===== config.mk =====
export PLATFORM = sky130hd
export DESIGN_NAME = asto_sequencer
export DESIGN_NICKNAME = d
export VERILOG_FILES = /design/src/hw/rtl/asto_pkg.sv /design/src/hw/rtl/asto_sequencer.sv
export VERILOG_INCLUDE_DIRS = /design/src /design/src/hw/rtl
export SDC_FILE = /design/constraint.sdc
export NUM_CORES = 1
export LEC_CHECK = 0
export ABC_AREA = 1
export ABC_CLOCK_PERIOD_IN_PS = 900
export BUFFER_PORTS_ARGS = -buffer_cell sky130_fd_sc_hd__buf_2
export CORE_ASPECT_RATIO = 1.1
export CORE_MARGIN = 4
export CORE_UTILIZATION = 34
export DETAILED_ROUTE_END_ITERATION = 6
export PLACE_DENSITY = 0.76
export SETUP_SLACK_MARGIN = 0.05
export SYNTH_ARGS = -nofsm -noshare
export SYNTH_HDL_FRONTEND = slang
export SYNTH_SLANG_ARGS = --single-unit
export TNS_END_PERCENT = 50

===== constraint.sdc =====
create_clock -name i_clk -period 0.9 [get_ports i_clk]
set_input_delay 0.135 -clock i_clk [delete_from_list [all_inputs] [get_ports i_clk]]
set_output_delay 0.135 -clock i_clk [all_outputs]
set_load 0.01 [all_outputs]

===== src/hw/rtl/angle_speed_tracking_observer_macros.svh =====
// Assertion macros shared by the angle and speed tracking observer RTL.
// Depends on nothing; included by the modules that carry assertions.
`ifndef ANGLE_SPEED_TRACKING_OBSERVER_MACROS_SVH
`define ANGLE_SPEED_TRACKING_OBSERVER_MACROS_SVH

// Same-cycle implication, switched off while reset is held.
`define ASTO_ASSERT_IMP(lbl, clk, rstn, ante, cons, msg) \
    lbl: assert property (@(posedge clk) disable iff (!rstn) (ante) |-> (cons)) else $error(msg);

// Next-cycle implication, switched off while reset is held.
`define ASTO_ASSERT_NXT(lbl, clk, rstn, ante, cons, msg) \
    lbl: assert property (@(posedge clk) disable iff (!rstn) (ante) |=> (cons)) else $error(msg);

`endif


===== src/hw/rtl/asto_pkg.sv =====
// Package for the angle and speed tracking observer: constants, beat and
// microcode types, and the operation dispatch function. Depends on nothing.
`timescale 1ns / 1ps
`default_nettype none

package asto_pkg;

    // Angle resolution kept in every stored or reported angle.
    localparam int ANGLE_BITS = 32;
    localparam logic [31:0] ANGLE_MASK = 32'hFFFF_FFFF << (32 - ANGLE_BITS);

    // Prediction age saturates here.
    localparam logic [15:0] AGE_LIMIT = 16'hFFFF;

    // Operation codes of an input beat.
    localparam logic [1:0] OP_UPDATE  = 2'd0;
    localparam logic [1:0] OP_PREDICT = 2'd1;
    localparam logic [1:0] OP_RESET   = 2'd2;

    // Configuration register indexes.
    localparam logic [2:0] CFG_GAIN_POS   = 3'd0;
    localparam logic [2:0] CFG_GAIN_SPEED = 3'd1;
    localparam logic [2:0] CFG_DELAY      = 3'd2;
    localparam logic [2:0] CFG_POLE_PAIRS = 3'd3;
    localparam logic [2:0] CFG_OFFSET     = 3'd4;

    // Microprogram addresses.
    typedef logic [3:0] t_step;
    localparam t_step STEP_UPD_DLY  = 4'd0;
    localparam t_step STEP_UPD_COMP = 4'd1;
    localparam t_step STEP_UPD_ERR  = 4'd2;
    localparam t_step STEP_UPD_GSPD = 4'd3;
    localparam t_step STEP_UPD_NS   = 4'd4;
    localparam t_step STEP_UPD_CHK  = 4'd5;
    localparam t_step STEP_UPD_CORR = 4'd6;
    localparam t_step STEP_UPD_OVF  = 4'd7;
    localparam t_step STEP_PREDICT  = 4'd8;
    localparam t_step STEP_SEED     = 4'd9;
    localparam t_step STEP_TAIL0    = 4'd10;
    localparam t_step STEP_TAIL1    = 4'd11;
    localparam t_step STEP_TAIL2    = 4'd12;
    localparam t_step STEP_LAST     = STEP_TAIL2;

    // Multiplier operand selects.
    typedef enum logic [2:0] {
        MA_NONE,
        MA_SPEED,
        MA_ERR,
        MA_EST_OFS,
        MA_PRED_OFS
    } t_mul_a;

    typedef enum logic [2:0] {
        MB_NONE,
        MB_DELAY,
        MB_GSPD,
        MB_GPOS,
        MB_PP
    } t_mul_b;

    // Register write actions of the datapath.
    typedef enum logic [3:0] {
        ALU_NONE,
        ALU_COMP,
        ALU_ERR,
        ALU_NS,
        ALU_CORRECT,
        ALU_SEED_ZERO,
        ALU_PREDICT,
        ALU_SEED,
        ALU_PRED_ANGLE,
        ALU_ELEC
    } t_alu;

    // Jump conditions.
    typedef enum logic [1:0] {
        JMP_NEVER,
        JMP_ALWAYS,
        JMP_OVF
    } t_jmp;

    // One control word of the microprogram.
    typedef struct packed {
        t_mul_a mul_a;
        t_mul_b mul_b;
        t_alu   alu;
        t_jmp   jmp;
        t_step  target;
        logic   last;
    } t_uword;

    // Control from the sequencer to the datapath.
    typedef struct packed {
        logic   accept;
        logic   exec;
        t_mul_a mul_a;
        t_mul_b mul_b;
        t_alu   alu;
        logic   load_out;
    } t_dp_ctl;

    // Status from the datapath to the sequencer.
    typedef struct packed {
        logic ovf;
    } t_dp_status;

    // Result payload held in the output register.
    typedef struct packed {
        logic [31:0] mech_angle;
        logic [31:0] elec_ang;
        logic [31:0] mech_speed;
        logic [31:0] mech_pred;
        logic [31:0] elec_pred;
        logic [15:0] prediction_age;
        logic        tracking_reset;
    } t_out_beat;

    // Sequencer state.
    typedef enum logic {
        SEQ_IDLE,
        SEQ_RUN
    } t_seq_state;

    // Entry point of the microprogram for an operation code.
    function automatic t_step op_entry(input logic [1:0] op);
        t_step s;
        unique case (op)
            OP_UPDATE:  s = STEP_UPD_DLY;
            OP_PREDICT: s = STEP_PREDICT;
            OP_RESET:   s = STEP_SEED;
            default:    s = STEP_TAIL0;
        endcase
        return s;
    endfunction

endpackage

`default_nettype wire


===== src/hw/rtl/asto_sequencer.sv =====
// Step counter, jump logic and handshake control of the tracking observer.
// Depends on asto_pkg and the assertion macro header.
`timescale 1ns / 1ps
`default_nettype none
`include "angle_speed_tracking_observer_macros.svh"

module asto_sequencer (
    input  logic                 i_clk,
    input  logic                 i_rst_n,
    input  logic                 i_in_valid,
    input  logic [1:0]           i_in_op,
    output logic                 o_in_ready,
    input  asto_pkg::t_uword     i_uword,
    output asto_pkg::t_step      o_step,
    output asto_pkg::t_dp_ctl    o_ctl,
    input  asto_pkg::t_dp_status i_status,
    output logic                 o_out_valid,
    input  logic                 i_out_ready
);
    import asto_pkg::*;

    t_seq_state r_state;
    t_seq_state n_state;
    t_step      r_step;
    t_step      n_step;
    logic       r_out_valid;
    logic       n_out_valid;
    logic       w_accept;
    logic       w_stall;
    logic       w_taken;

    // The last step waits while the output register still holds a beat.
    assign w_stall  = (r_state == SEQ_RUN) && i_uword.last && r_out_valid && !i_out_ready;
    assign w_accept = i_in_valid && (r_state == SEQ_IDLE);

    // Jump decision of the current control word.
    always_comb begin
        unique case (i_uword.jmp)
            JMP_NEVER:  w_taken = 1'b0;
            JMP_ALWAYS: w_taken = 1'b1;
            JMP_OVF:    w_taken = i_status.ovf;
            default:    w_taken = 1'b0;
        endcase
    end

    // Next state.
    always_comb begin
        n_state = r_state;
        unique case (r_state)
            SEQ_IDLE: begin
                if (i_in_valid) begin
                    n_state = SEQ_RUN;
                end
            end
            SEQ_RUN: begin
                if (i_uword.last && !w_stall) begin
                    n_state = SEQ_IDLE;
                end
            end
            default: n_state = SEQ_IDLE;
        endcase
    end

    // Outputs of the state machine.
    always_comb begin
        o_in_ready     = 1'b0;
        o_ctl.accept   = w_accept;
        o_ctl.exec     = 1'b0;
        o_ctl.mul_a    = i_uword.mul_a;
        o_ctl.mul_b    = i_uword.mul_b;
        o_ctl.alu      = i_uword.alu;
        o_ctl.load_out = 1'b0;
        unique case (r_state)
            SEQ_IDLE: begin
                o_in_ready = 1'b1;
            end
            SEQ_RUN: begin
                o_ctl.exec     = !w_stall;
                o_ctl.load_out = i_uword.last && !w_stall;
            end
            default: ;
        endcase
    end

    // Step counter: dispatch on accept, then step or jump.
    always_comb begin
        n_step = r_step;
        if (w_accept) begin
            n_step = op_entry(i_in_op);
        end else if (o_ctl.exec && !i_uword.last) begin
            n_step = w_taken ? i_uword.target : t_step'(r_step + 4'd1);
        end
    end

    // Output valid is set by a load and cleared when the beat is taken.
    assign n_out_valid = o_ctl.load_out || (r_out_valid && !i_out_ready);

    always_ff @(posedge i_clk) begin
        if (!i_rst_n) begin
            r_state     <= SEQ_IDLE;
            r_step      <= STEP_UPD_DLY;
            r_out_valid <= 1'b0;
        end else begin
            r_state     <= n_state;
            r_step      <= n_step;
            r_out_valid <= n_out_valid;
        end
    end

    assign o_step      = r_step;
    assign o_out_valid = r_out_valid;

    // The output register is only overwritten once its beat has gone.
    `ASTO_ASSERT_IMP(a_load_has_room, i_clk, i_rst_n, o_ctl.load_out, !r_out_valid || i_out_ready, "output beat overwritten")
    // An accepted beat always starts the microprogram.
    `ASTO_ASSERT_NXT(a_accept_runs, i_clk, i_rst_n, w_accept, r_state == SEQ_RUN, "accept did not start a run")
    // The step counter never leaves the microprogram.
    `ASTO_ASSERT_IMP(a_step_in_rom, i_clk, i_rst_n, r_state == SEQ_RUN, r_step <= STEP_LAST, "step outside microprogram")
    // A stalled final step holds its address.
    `ASTO_ASSERT_NXT(a_stall_holds, i_clk, i_rst_n, w_stall, $stable(r_step) && r_state == SEQ_RUN, "stalled step moved")

endmodule

`default_nettype wire


==> results.md <==
* Vias in the first global route at about 550
* CTS clk-pin slew, worst paths at 0.06 ns
* # fillers at 127
* Mapped Nets at between 100 and 150
* Power Dens Cells at about 1100 nW/um^2
* Final min period at between 1 and 1.5 ns
* Kind of critical path: reg -> out
* # IOs at 43
* Synthesized area per cell at 6.39 um^2
* Share of layout cells above drive strength 1 at 62.4%
* Non-Filler Instances at 125
* Peak Freq at 0.851 GHz
* RePlAce Congestion at 0.787
* Die Ht at 49.7 um
* Pins over their slew limit at 0
* CTS buffer count at 3
* Synth warnings at 0
* Relative slew slack at about 88%
* Vias post-DR at 602
* Placed instance count at between 100 and 150
* CP Cell Sequence: inv_2 -> nor2_4 -> inv_2 -> nand2_4 -> nand2_1 -> buf_2
* Buf/Inv on CP at 3
* Failing checks: setup timing
* Fin util at 58.6%
* RSZ-0062 raised after global routing: yes
* Worst hold path class: in -> reg
* Area grow syn2layout at 56.9%
* Ant. Diodes at 0
* Crit path max-delay family: flip-flops
* Worst-Margin Slew at ~0.18 ns
* Post-DP Area at 628 um^2
* Wire length on met1 at around 500 um
* H-tree depth at 1
* CTS tree: built
* Max_cap viols at 0
* Final HPWL DP at 1090 um
* GRT Overall Usage at 14.5%
* CTS max path bufs at 2
* Leading cell type in the layout, fill and taps excluded: buf_2
* Post-synthesis cell type count at 17
* Setup violators final at 11
* Sequential-to-total area share from yosys stat at around 22%
* Required @ worst endpoint at 0.76 ns
* Crit-path max FO at 2
* Row Count at 14
* Initial antenna violation count at 0
* Wire per inst at around 13 um
* Final instance area at around 840 um^2
* Core area at 1440 um^2
* Initial core utilization at a little under two fifths
* Final wirelength at 1570 um
* CP startpoint kind: flip-flop
* Global route overflow at 0
* CTS Hold Buffers Added at 0
* CP endpoint kind: output port
* DRT Pass-1 Iters at 4
* Clock sinks at 6
* Synthesized area at 537 um^2
* Synth Instances at 84
* Nets at 137
* Top layer in use: met4
* Vias per inst at 4.82
* Pre-CTS setup slack at -0.221 ns
* Status: complete, but fails checks
* Worst path most repeated cell: inv_2
* Leak Pwr at approximately 0.44 nW
* Slowest CP cell: dfxtp_2
* Initial DRC Count at 13
* PortBufs at 22
* Maximum VDD drop at 645 uV
* Global-route wire length before repair at 2400 um
* Largest net degree at the start of global routing at 6
* Min setup slack post-route at -0.275 ns
* Leading cell types in the layout, fill and taps excluded: buf_2, nand2_1, inv_1, buf_6
* Met3 WL at 144 um
* Final Skew at between 0.008 and 0.009 ns
* Final Cycle Share at 131%
* Crit-path max cell delay at 0.33 ns
* Skew-Pair Late Insertion Delay at about 0.25 ns
* Setup TNS at -1.20 ns
* Final Hold Fails at 0
* DR DRC count at 0
* Chip Width at 45.9 um
* Met2 wire length at between 800 and 900 um
* CP arrival at 1.04 ns
* Clk root buf: clkbuf_4
* Die area at 2280 um^2
* Antenna Nets Post-Route at 0
* #FFs+latches synth at 6
==> synth_stat cells <==
cell	instances	share of area, %
o21ai_1	2	1.9
o21ai_0	2	1.9
ha_1	3	7.0
nand2_2	3	3.5
a21oi_2	1	1.6
nand3b_1	3	4.2
inv_1	15	10
buf_4	11	15
nand3_1	7	6.5
nand4_1	1	1.2
inv_2	4	2.8
nand2_4	1	2.1
nor2_1	6	4.2
nand2_1	15	10
dfxtp_1	6	22
a21oi_1	3	2.8
xnor2_1	1	1.6
==> cell type report <==
| cell class | instances | area (um^2) | area share (%) |
|---|---|---|---|
| Tap cell | 16 | 20.0 | 2.38 |
| Sequential cell | 6 | 138 | 16.3 |
| Multi-Input combinational cell | 48 | 342 | 40.6 |
| Timing Repair Buffer | 32 | 238 | 28.2 |
| Inverter | 19 | 78.8 | 9.36 |
| Clock buffer | 4 | 26.3 | 3.12 |
==> worst paths after layout <==
kind | start | cells after the start | slack (ns) | to
setup / recovery | o_out_valid | 6 | -0.28 | o_ctl[11]
hold / removal | i_rst_n | 3 | 0.12 | r_state
setup reg to reg | o_step[0] | 5 | -0.09 | o_step[1]
hold reg to reg | o_step[2] | 2 | 0.53 | o_step[2]
==> through the flow <==
stage	hold WS, ns	power (mW)
finish	0.123	0.963
global route	0.131	1.03
CTS	0.101	0.907
detailed placement	0.270	0.556
global placement	0.270	0.549
floorplan	0.233	0.504
==> tightest hold or removal path: stages <==
cell	delay [ns]
buf_2	0.10
nand2_1	0.07
inv_1	0.05
==> cells by family (layout without fill, tap and decap cells) <==
logic type / after synthesis / after routing / synth area share [%]
fa+ha+maj: 3 / 3 / 6.99
compound gates: 8 / 8 / 8.16
xor+xnor: 1 / 1 / 1.63
buf+inv: 30 / 55 / 28.7
simple gates: 36 / 36 / 32.2
flops: 6 / 6 / 22.4
==> flip-flops by register name, indices dropped and copies added (netlist names) <==
register     count
r_state          1
o_out_valid      1
o_step           4
==> layer usage <==
layer	GRT usage, %	vias to the layer above
met1	15.2	265
met5	0	-
met3	4.36	6
li1	-	301
met4	7.11	0
met2	25.0	30
==> power breakdown <==
group | internal, mW | leakage, nW | switching, mW | total [mW]
registers | 0.283 | 0.0528 | 0.0279 | 0.311
clock network | 0.169 | 0.0150 | 0.120 | 0.289
logic | 0.182 | 0.370 | 0.181 | 0.363
total | 0.635 | 0.437 | 0.328 | 0.963
==> timing repair <==
action	4_1_cts	5_1_grt
pin swaps	5	7
gates cloned	0	0
setup buffers	5	2
gates resized for setup	19	21
endpoints found under the setup margin	14	15
(Power assumes the default switching activity.)
