### src/hw/rtl/angle_speed_tracking_observer_macros.svh
// Assertion macros shared by the angle and speed tracking observer RTL.
// Depends on nothing; included by the modules that carry assertions.
`ifndef ANGLE_SPEED_TRACKING_OBSERVER_MACROS_SVH
`define ANGLE_SPEED_TRACKING_OBSERVER_MACROS_SVH

// Same-cycle implication, switched off while reset is held.
`define ASTO_ASSERT_IMP(lbl, clk, rstn, ante, cons, msg) \
    lbl: assert property (@(posedge clk) disable iff (!rstn) (ante) |-> (cons)) else $error(msg);

// Next-cycle implication, switched off while reset is held.
`define ASTO_ASSERT_NXT(lbl, clk, rstn, ante, cons, msg) \
    lbl: assert property (@(posedge clk) disable iff (!rstn) (ante) |=> (cons)) else $error(msg);

`endif

### src/hw/rtl/asto_pkg.sv
// Package for the angle and speed tracking observer: constants, beat and
// microcode types, and the operation dispatch function. Depends on nothing.
`timescale 1ns / 1ps
`default_nettype none

package asto_pkg;

    // Angle resolution kept in every stored or reported angle.
    localparam int ANGLE_BITS = 32;
    localparam logic [31:0] ANGLE_MASK = 32'hFFFF_FFFF << (32 - ANGLE_BITS);

    // Prediction age saturates here.
    localparam logic [15:0] AGE_LIMIT = 16'hFFFF;

    // Operation codes of an input beat.
    localparam logic [1:0] OP_UPDATE  = 2'd0;
    localparam logic [1:0] OP_PREDICT = 2'd1;
    localparam logic [1:0] OP_RESET   = 2'd2;

    // Configuration register indexes.
    localparam logic [2:0] CFG_GAIN_POS   = 3'd0;
    localparam logic [2:0] CFG_GAIN_SPEED = 3'd1;
    localparam logic [2:0] CFG_DELAY      = 3'd2;
    localparam logic [2:0] CFG_POLE_PAIRS = 3'd3;
    localparam logic [2:0] CFG_OFFSET     = 3'd4;

    // Microprogram addresses.
    typedef logic [3:0] t_step;
    localparam t_step STEP_UPD_DLY  = 4'd0;
    localparam t_step STEP_UPD_COMP = 4'd1;
    localparam t_step STEP_UPD_ERR  = 4'd2;
    localparam t_step STEP_UPD_GSPD = 4'd3;
    localparam t_step STEP_UPD_NS   = 4'd4;
    localparam t_step STEP_UPD_CHK  = 4'd5;
    localparam t_step STEP_UPD_CORR = 4'd6;
    localparam t_step STEP_UPD_OVF  = 4'd7;
    localparam t_step STEP_PREDICT  = 4'd8;
    localparam t_step STEP_SEED     = 4'd9;
    localparam t_step STEP_TAIL0    = 4'd10;
    localparam t_step STEP_TAIL1    = 4'd11;
    localparam t_step STEP_TAIL2    = 4'd12;
    localparam t_step STEP_LAST     = STEP_TAIL2;

    // Multiplier operand selects.
    typedef enum logic [2:0] {
        MA_NONE,
        MA_SPEED,
        MA_ERR,
        MA_EST_OFS,
        MA_PRED_OFS
    } t_mul_a;

    typedef enum logic [2:0] {
        MB_NONE,
        MB_DELAY,
        MB_GSPD,
        MB_GPOS,
        MB_PP
    } t_mul_b;

    // Register write actions of the datapath.
    typedef enum logic [3:0] {
        ALU_NONE,
        ALU_COMP,
        ALU_ERR,
        ALU_NS,
        ALU_CORRECT,
        ALU_SEED_ZERO,
        ALU_PREDICT,
        ALU_SEED,
        ALU_PRED_ANGLE,
        ALU_ELEC
    } t_alu;

    // Jump conditions.
    typedef enum logic [1:0] {
        JMP_NEVER,
        JMP_ALWAYS,
        JMP_OVF
    } t_jmp;

    // One control word of the microprogram.
    typedef struct packed {
        t_mul_a mul_a;
        t_mul_b mul_b;
        t_alu   alu;
        t_jmp   jmp;
        t_step  target;
        logic   last;
    } t_uword;

    // Control from the sequencer to the datapath.
    typedef struct packed {
        logic   accept;
        logic   exec;
        t_mul_a mul_a;
        t_mul_b mul_b;
        t_alu   alu;
        logic   load_out;
    } t_dp_ctl;

    // Status from the datapath to the sequencer.
    typedef struct packed {
        logic ovf;
    } t_dp_status;

    // Result payload held in the output register.
    typedef struct packed {
        logic [31:0] mech_angle;
        logic [31:0] elec_ang;
        logic [31:0] mech_speed;
        logic [31:0] mech_pred;
        logic [31:0] elec_pred;
        logic [15:0] prediction_age;
        logic        tracking_reset;
    } t_out_beat;

    // Sequencer state.
    typedef enum logic {
        SEQ_IDLE,
        SEQ_RUN
    } t_seq_state;

    // Entry point of the microprogram for an operation code.
    function automatic t_step op_entry(input logic [1:0] op);
        t_step s;
        unique case (op)
            OP_UPDATE:  s = STEP_UPD_DLY;
            OP_PREDICT: s = STEP_PREDICT;
            OP_RESET:   s = STEP_SEED;
            default:    s = STEP_TAIL0;
        endcase
        return s;
    endfunction

endpackage

`default_nettype wire

### src/hw/rtl/asto_ucode_rom.sv
// Microprogram of the tracking observer: one control word per step address.
// Depends on asto_pkg.
`timescale 1ns / 1ps
`default_nettype none

module asto_ucode_rom (
    input  asto_pkg::t_step  i_step,
    output asto_pkg::t_uword o_uword
);
    import asto_pkg::*;

    // Update runs delay compensation, error, speed and position correction;
    // every path ends in the common tail that forms the electrical angles.
    always_comb begin
        unique case (i_step)
            STEP_UPD_DLY:  o_uword = '{MA_SPEED,    MB_DELAY, ALU_NONE,
                                      JMP_NEVER,  STEP_UPD_DLY, 1'b0};
            STEP_UPD_COMP: o_uword = '{MA_NONE,     MB_NONE,  ALU_COMP,
                                      JMP_NEVER,  STEP_UPD_DLY, 1'b0};
            STEP_UPD_ERR:  o_uword = '{MA_NONE,     MB_NONE,  ALU_ERR,
                                      JMP_NEVER,  STEP_UPD_DLY, 1'b0};
            STEP_UPD_GSPD: o_uword = '{MA_ERR,      MB_GSPD,  ALU_NONE,
                                      JMP_NEVER,  STEP_UPD_DLY, 1'b0};
            STEP_UPD_NS:   o_uword = '{MA_ERR,      MB_GPOS,  ALU_NS,
                                      JMP_NEVER,  STEP_UPD_DLY, 1'b0};
            STEP_UPD_CHK:  o_uword = '{MA_NONE,     MB_NONE,  ALU_NONE,
                                      JMP_OVF,    STEP_UPD_OVF, 1'b0};
            STEP_UPD_CORR: o_uword = '{MA_NONE,     MB_NONE,  ALU_CORRECT,
                                      JMP_ALWAYS, STEP_TAIL0, 1'b0};
            STEP_UPD_OVF:  o_uword = '{MA_NONE,     MB_NONE,  ALU_SEED_ZERO,
                                      JMP_ALWAYS, STEP_TAIL0, 1'b0};
            STEP_PREDICT:  o_uword = '{MA_NONE,     MB_NONE,  ALU_PREDICT,
                                      JMP_ALWAYS, STEP_TAIL0, 1'b0};
            STEP_SEED:     o_uword = '{MA_NONE,     MB_NONE,  ALU_SEED,
                                      JMP_ALWAYS, STEP_TAIL0, 1'b0};
            STEP_TAIL0:    o_uword = '{MA_EST_OFS,  MB_PP,    ALU_PRED_ANGLE,
                                      JMP_NEVER,  STEP_TAIL0, 1'b0};
            STEP_TAIL1:    o_uword = '{MA_PRED_OFS, MB_PP,    ALU_ELEC,
                                      JMP_NEVER,  STEP_TAIL0, 1'b0};
            STEP_TAIL2:    o_uword = '{MA_NONE,     MB_NONE,  ALU_NONE,
                                      JMP_NEVER,  STEP_TAIL0, 1'b1};
            default:       o_uword = '{MA_NONE,     MB_NONE,  ALU_NONE,
                                      JMP_NEVER,  STEP_TAIL0, 1'b1};
        endcase
    end

endmodule

`default_nettype wire

### config.mk
export PLATFORM = sky130hd
export DESIGN_NAME = asto_ucode_rom
export DESIGN_NICKNAME = d
export VERILOG_FILES = /design/src/hw/rtl/angle_speed_tracking_observer_macros.svh /design/src/hw/rtl/asto_pkg.sv /design/src/hw/rtl/asto_ucode_rom.sv
export SDC_FILE = /design/constraint.sdc
export NUM_CORES = 1
export LEC_CHECK = 0
export ABC_AREA = 1
export BUFFER_PORTS_ARGS = -buffer_cell sky130_fd_sc_hd__buf_2
export CAP_MARGIN = 20
export CORE_AREA = 3 3 40 42
export DETAILED_ROUTE_END_ITERATION = 10
export DIE_AREA = 0 0 43 45
export PLACE_DENSITY_LB_ADDON = 0.05
export SYNTH_ARGS = -nofsm -noshare
export SYNTH_HDL_FRONTEND = slang
export SYNTH_SLANG_ARGS = --single-unit
### constraint.sdc
create_clock -name vclk -period 2.35
set_clock_uncertainty 0.2 [all_clocks]
set_input_delay 0.47 -clock vclk [all_inputs]
set_output_delay 0.47 -clock vclk [all_outputs]
set_load 0.05 [all_outputs]
==> results of run 1 <==
[through the flow]
stage / hold slack (ns) / util (%) / power (uW) / instances
floorplan: 0.808 / - / 87.8 / 47
global placement: 1.13 / 28.5 / 111 / 79
detailed placement: 1.13 / 28.5 / 111 / 79
CTS: 1.13 / 28.5 / 111 / 79
global route: 1.15 / 28.5 / 117 / 79
finish: 1.13 / 28.5 / 109 / 79
[cells by family (layout without fill, tap and decap cells)]
kind of cell / count (synthesis) / count (layout) / synth area share (%)
simple gates: 25 / 25 / 46.0
compound gates: 1 / 1 / 1.89
fa+ha+maj: 5 / 5 / 23.7
buf+inv: 16 / 33 / 28.4
[cells in the mapped netlist]
| cell type | n | share of area, % |
|---|---|---|
| buf_4 | 4 | 11 |
| ha_1 | 5 | 24 |
| inv_1 | 9 | 13 |
| inv_2 | 3 | 4.3 |
| nand2_1 | 14 | 20 |
| nand2_2 | 1 | 2.4 |
| nand3_1 | 4 | 7.6 |
| nand3_2 | 1 | 3.8 |
| nor2_1 | 3 | 4.3 |
| nor2_4 | 1 | 4.3 |
| nor3_2 | 1 | 3.8 |
| o21ai_1 | 1 | 1.9 |
[cell type report]
type               instances  area, sq um  share of cell area [%]
inverters                 12         45.0                    12.3
repair buffers            21          105                    28.7
well taps                 15         18.8                    5.12
multi-input cells         31          198                    53.9
[power groups by stage]
stage	combinational [uW]	clock [uW]	sequential [uW]
2_1_floorplan	87.8	0	0
3_3_place_gp	111	0	0
3_5_place_dp	111	0	0
4_1_cts	111	0	0
5_1_grt	117	0	0
6_report	109	0	0
[worst paths after layout]
check | from | end | slack [ns] | cells past startpoint
setup / recovery | i_step[1] | o_uword[15] | 0.18 | 8
hold / removal | i_step[3] | o_uword[11] | 1.13 | 3
[per-layer routing]
metal / track usage [%] / routed length (um) / up-vias
met5: 0 / 0 / -
met4: 0 / 0 / 0
met3: 0.398 / 58 / 0
met2: 9.88 / 260 / 12
met1: 9.05 / 320 / 125
li1: - / - / 169
[cells in the final DEF, fill, tap and decap left out]
cell type,instances
nor2_2,1
nor3_4,1
ha_1,5
buf_2,21
nand3_1,4
nor2_4,1
nand2_2,1
inv_1,9
nand3_2,1
nor2_1,2
inv_2,3
nand2_1,14
o21ai_1,1
==> flow_summary.rst, run 1 <==
.. list-table::
   :header-rows: 1

   * - Metric
     - Value
   * - Outcome
     - complete, no violations
   * - Die X
     - 43 um
   * - Net Count, Synth
     - 56
   * - Design Area, Final
     - 367 sq um
   * - Data arrival time at the worst-slack endpoint
     - 1.50 ns
   * - Count of instances resized after the clock tree is built
     - 0
   * - Total number of placement rows
     - 13
   * - # clk buffers
     - 0
   * - Worst Path Max Fanout
     - 6
   * - Pin count of the biggest net entering global routing
     - 9
   * - Initial cell density of the core
     - 20.5%
   * - Detail Route Antenna Nets
     - 0
   * - Element type at the critical path end
     - output port
   * - Final period demand of the worst path
     - 2.17 ns
   * - Area used by sequential logic in the layout
     - 0 sq um
   * - Fraction of power spent switching nets
     - 78.9%
   * - Worst Path Required
     - 1.68 ns
   * - FF+latch count
     - 0
   * - Warnings, synthesis
     - 0
   * - Standard cell area after detailed placement
     - 367 sq um
   * - Hold WC Path Type
     - primary input to output port
   * - Worst IR Drop VDD
     - 0.0769 mV
   * - HPWL after detailed placement
     - 571 um
   * - CP Buf/Inv Count
     - 4
   * - Internal power summed over all cells
     - 23.0 uW
   * - Seq/Total Area, Yosys
     - 0%
   * - Post-detailed-route wirelength per cell
     - 8.09 um
   * - Area of the die
     - 1940 sq um
   * - Die outline height
     - 45 um
   * - Post-Synthesis Cells
     - 47
   * - Fraction of layout cells with a size suffix above 1
     - 45.3%
   * - Post-cts hold buffer count
     - 0
   * - Maximum cell stage delay along the critical path
     - 0.25 ns
   * - Power share of the clock group
     - 0%
   * - Final #Nets
     - 75
   * - Count of endpoints failing setup in the final report
     - 0
   * - ANT cells
     - 0
   * - Mapped Avg Cell Area
     - 5.62 sq um
   * - Crit path max-delay family
     - buffers and inverters
   * - DRC violation count after routing
     - 0
   * - Syn Std Cell Area
     - 264 sq um
   * - Setup fix buffers added after clock tree synthesis
     - 0
   * - Setup repair after global routing missed its margin
     - no
   * - Cell with the biggest individual delay on the critical path
     - buf_2
   * - Number of design-rule violations left by the first detailed-router iteration
     - 0
   * - Number of distinct standard cells referenced by the synthesized netlist
     - 12
   * - Lkg Pwr
     - 0.000263 uW
   * - Via count
     - 306
   * - Total negative setup slack
     - 0 ns
   * - Global-route usage over all layers
     - 5.97%
   * - WS Path Type
     - primary input to output port
   * - Routed Wire Length
     - 639 um
   * - DR vias/cell
     - 3.87
   * - Transition time at the pin with the least slew margin
     - 0.250 ns
   * - Final worst slack
     - 0.179 ns
   * - Worst setup slack before clock tree synthesis
     - 0.160 ns
   * - Area overhead of the layout relative to synthesis
     - 38.9%
   * - Number of maximum-capacitance violations
     - 0
   * - Power share of the sequential group
     - 0%
   * - Vias in the first global route
     - 224
   * - GRT overflow
     - 0
   * - Last weighted congestion value of the routability-driven placer
     - 0.658
   * - Number of search-and-repair iterations in the first detailed-routing pass
     - 1
   * - Buffers added on ports
     - 21
   * - Comb pwr share
     - 100.0%
   * - Post-route fraction of the period consumed by the critical path
     - 92.4%
   * - Max-slew headroom
     - 83.5%
   * - Core Box Area
     - 1280 sq um
   * - Highest clock rate
     - 0.461 GHz
   * - Io pins
     - 21
   * - Startpoint type of the worst setup path
     - primary input
   * - Power Density
     - 298 nW/um^2
   * - Critical Path, Cell by Cell
     - buf_2, inv_1, ha_1, inv_1, nand2_1, nand3_2, nand2_1, buf_2
   * - Hold violation total from the final report
     - 0
   * - Net load switching power
     - 86.2 uW
   * - Initial antenna violation count
     - 0
   * - Number of slew-limit violations in the final report
     - 0
   * - First-pass GRT wire length
     - 966 um
   * - Number of filler cells placed in the layout
     - 162
(Power assumes the default switching activity.)
==> run 2, diff against run 1 <==
- REMOVE_ABC_BUFFERS: not set -> 1
==> flow_summary.rst, run 2 (synthesis gave the netlist of run 1 again) <==
.. list-table::
   :header-rows: 1

   * - Metric
     - Value
   * - Area overhead of the layout relative to synthesis
     - 35.5%
   * - Data arrival time at the worst-slack endpoint
     - 1.50 ns
   * - Total number of placement rows
     - 13
   * - Met1 Usage GRT
     - 10.7%
   * - # clk buffers
     - 0
   * - Count of endpoints failing setup in the final report
     - 0
   * - Initial antenna violation count
     - 0
   * - Worst IR Drop VDD
     - 0.0705 mV
   * - HPWL after detailed placement
     - 573 um
   * - Outcome
     - complete, no violations
   * - Buffers added on ports
     - 21
   * - Number of slew-limit violations in the final report
     - 0
   * - CP Buf/Inv Count
     - 4
   * - DR vias/cell
     - 3.72
   * - Highest-count cells in the layout ignoring fill and taps
     - buf_2, nand2_1, inv_1
   * - Transition time at the pin with the least slew margin
     - 0.250 ns
   * - DRC violation count after routing
     - 0
   * - Core occupancy in the finished layout
     - 27.8%
   * - Crit path max-delay family
     - buffers and inverters
   * - Via count
     - 294
   * - Number of design-rule violations left by the first detailed-router iteration
     - 2
   * - GRT overflow
     - 0
   * - Most crowded layer after global routing
     - met2
   * - FF+latch count
     - 0
   * - Total negative setup slack
     - 0 ns
   * - Die outline height
     - 45 um
   * - Detail Route Antenna Nets
     - 0
   * - Setup fix buffers added after clock tree synthesis
     - 0
   * - Maximum cell stage delay along the critical path
     - 0.25 ns
   * - Area of the die
     - 1940 sq um
   * - Io pins
     - 21
   * - Routed Wire Length
     - 671 um
   * - Max-slew headroom
     - 83.4%
   * - Worst setup slack before clock tree synthesis
     - 0.151 ns
   * - Startpoint type of the worst setup path
     - primary input
   * - Setup repair after global routing missed its margin
     - no
   * - Highest clock rate
     - 0.460 GHz
   * - Post-detailed-route wirelength per cell
     - 8.49 um
   * - Met3 GRT Util
     - 0%
   * - Hold violation total from the final report
     - 0
   * - Final period demand of the worst path
     - 2.17 ns
   * - Power Density
     - 301 nW/um^2
   * - Final #Nets
     - 75
   * - Number of maximum-capacitance violations
     - 0
   * - Die X
     - 43 um
   * - Vias in the first global route
     - 226
   * - Post-route fraction of the period consumed by the critical path
     - 92.5%
   * - Area used by sequential logic in the layout
     - 0 sq um
   * - Pin count of the biggest net entering global routing
     - 9
   * - Lkg Pwr
     - 0.000261 uW
   * - Count of instances resized after the clock tree is built
     - 0
   * - Core Box Area
     - 1280 sq um
   * - DP Cell Count
     - 79
   * - Leading cell type in the layout, fill and taps excluded
     - buf_2
   * - Critical Path, Cell by Cell
     - buf_2, inv_1, ha_1, inv_1, nand2_1, nand3_2, nand2_1, buf_2
   * - Fraction of layout cells with a size suffix above 1
     - 43.8%
   * - Global-route usage over all layers
     - 6.72%
   * - Initial cell density of the core
     - 20.5%
   * - Post-cts hold buffer count
     - 0
   * - Worst Path Max Fanout
     - 6
   * - Final worst slack
     - 0.175 ns
   * - GR Util met2
     - 10.8%
   * - WS Path Type
     - primary input to output port
   * - Number of search-and-repair iterations in the first detailed-routing pass
     - 2
   * - Non-filler cells, final
     - 79
   * - Hold WC Path Type
     - primary input to output port
   * - ANT cells
     - 0
   * - Element type at the critical path end
     - output port
   * - Cell with the biggest individual delay on the critical path
     - buf_2
   * - Worst Path Required
     - 1.68 ns
   * - Last weighted congestion value of the routability-driven placer
     - 0.684
   * - First-pass GRT wire length
     - 1060 um
run 2: area by class of cell:
cell class / instances / area [sq um]
Fill cell: 156 / 927
Timing Repair Buffer: 21 / 105
Tap cell: 15 / 18.8
Multi-Input combinational cell: 31 / 189
Inverter: 12 / 45.0
run 2: routing by layer:
layer / wire length, um / share of wire [%]
met5: 0 / 0
met4: 0 / 0
met3: 51 / 7.6
met2: 285 / 42
met1: 334 / 50
run 2: worst paths after layout:
path	slack, ns	start	endpoint	cells after the start
max	0.18	i_step[1]	o_uword[15]	8
min	1.11	i_step[3]	o_uword[11]	3
run 2: stage by stage:
step / cell area (sq um) / hold slack [ns] / power [uW]
5_1_grt: 358 / 1.14 / 115
3_5_place_dp: 358 / 1.11 / 109
4_1_cts: 358 / 1.11 / 109
2_1_floorplan: 234 / 0.916 / 82.6
3_3_place_gp: 358 / 1.11 / 110
6_report: 358 / 1.11 / 108
run 2: report_power, final:
group / leakage, uW / switching, uW / internal, uW / total, uW
Sequential: 0 / 0 / 0 / 0
Combinational: 0.000261 / 85.3 / 22.6 / 108
Clock: 0 / 0 / 0 / 0
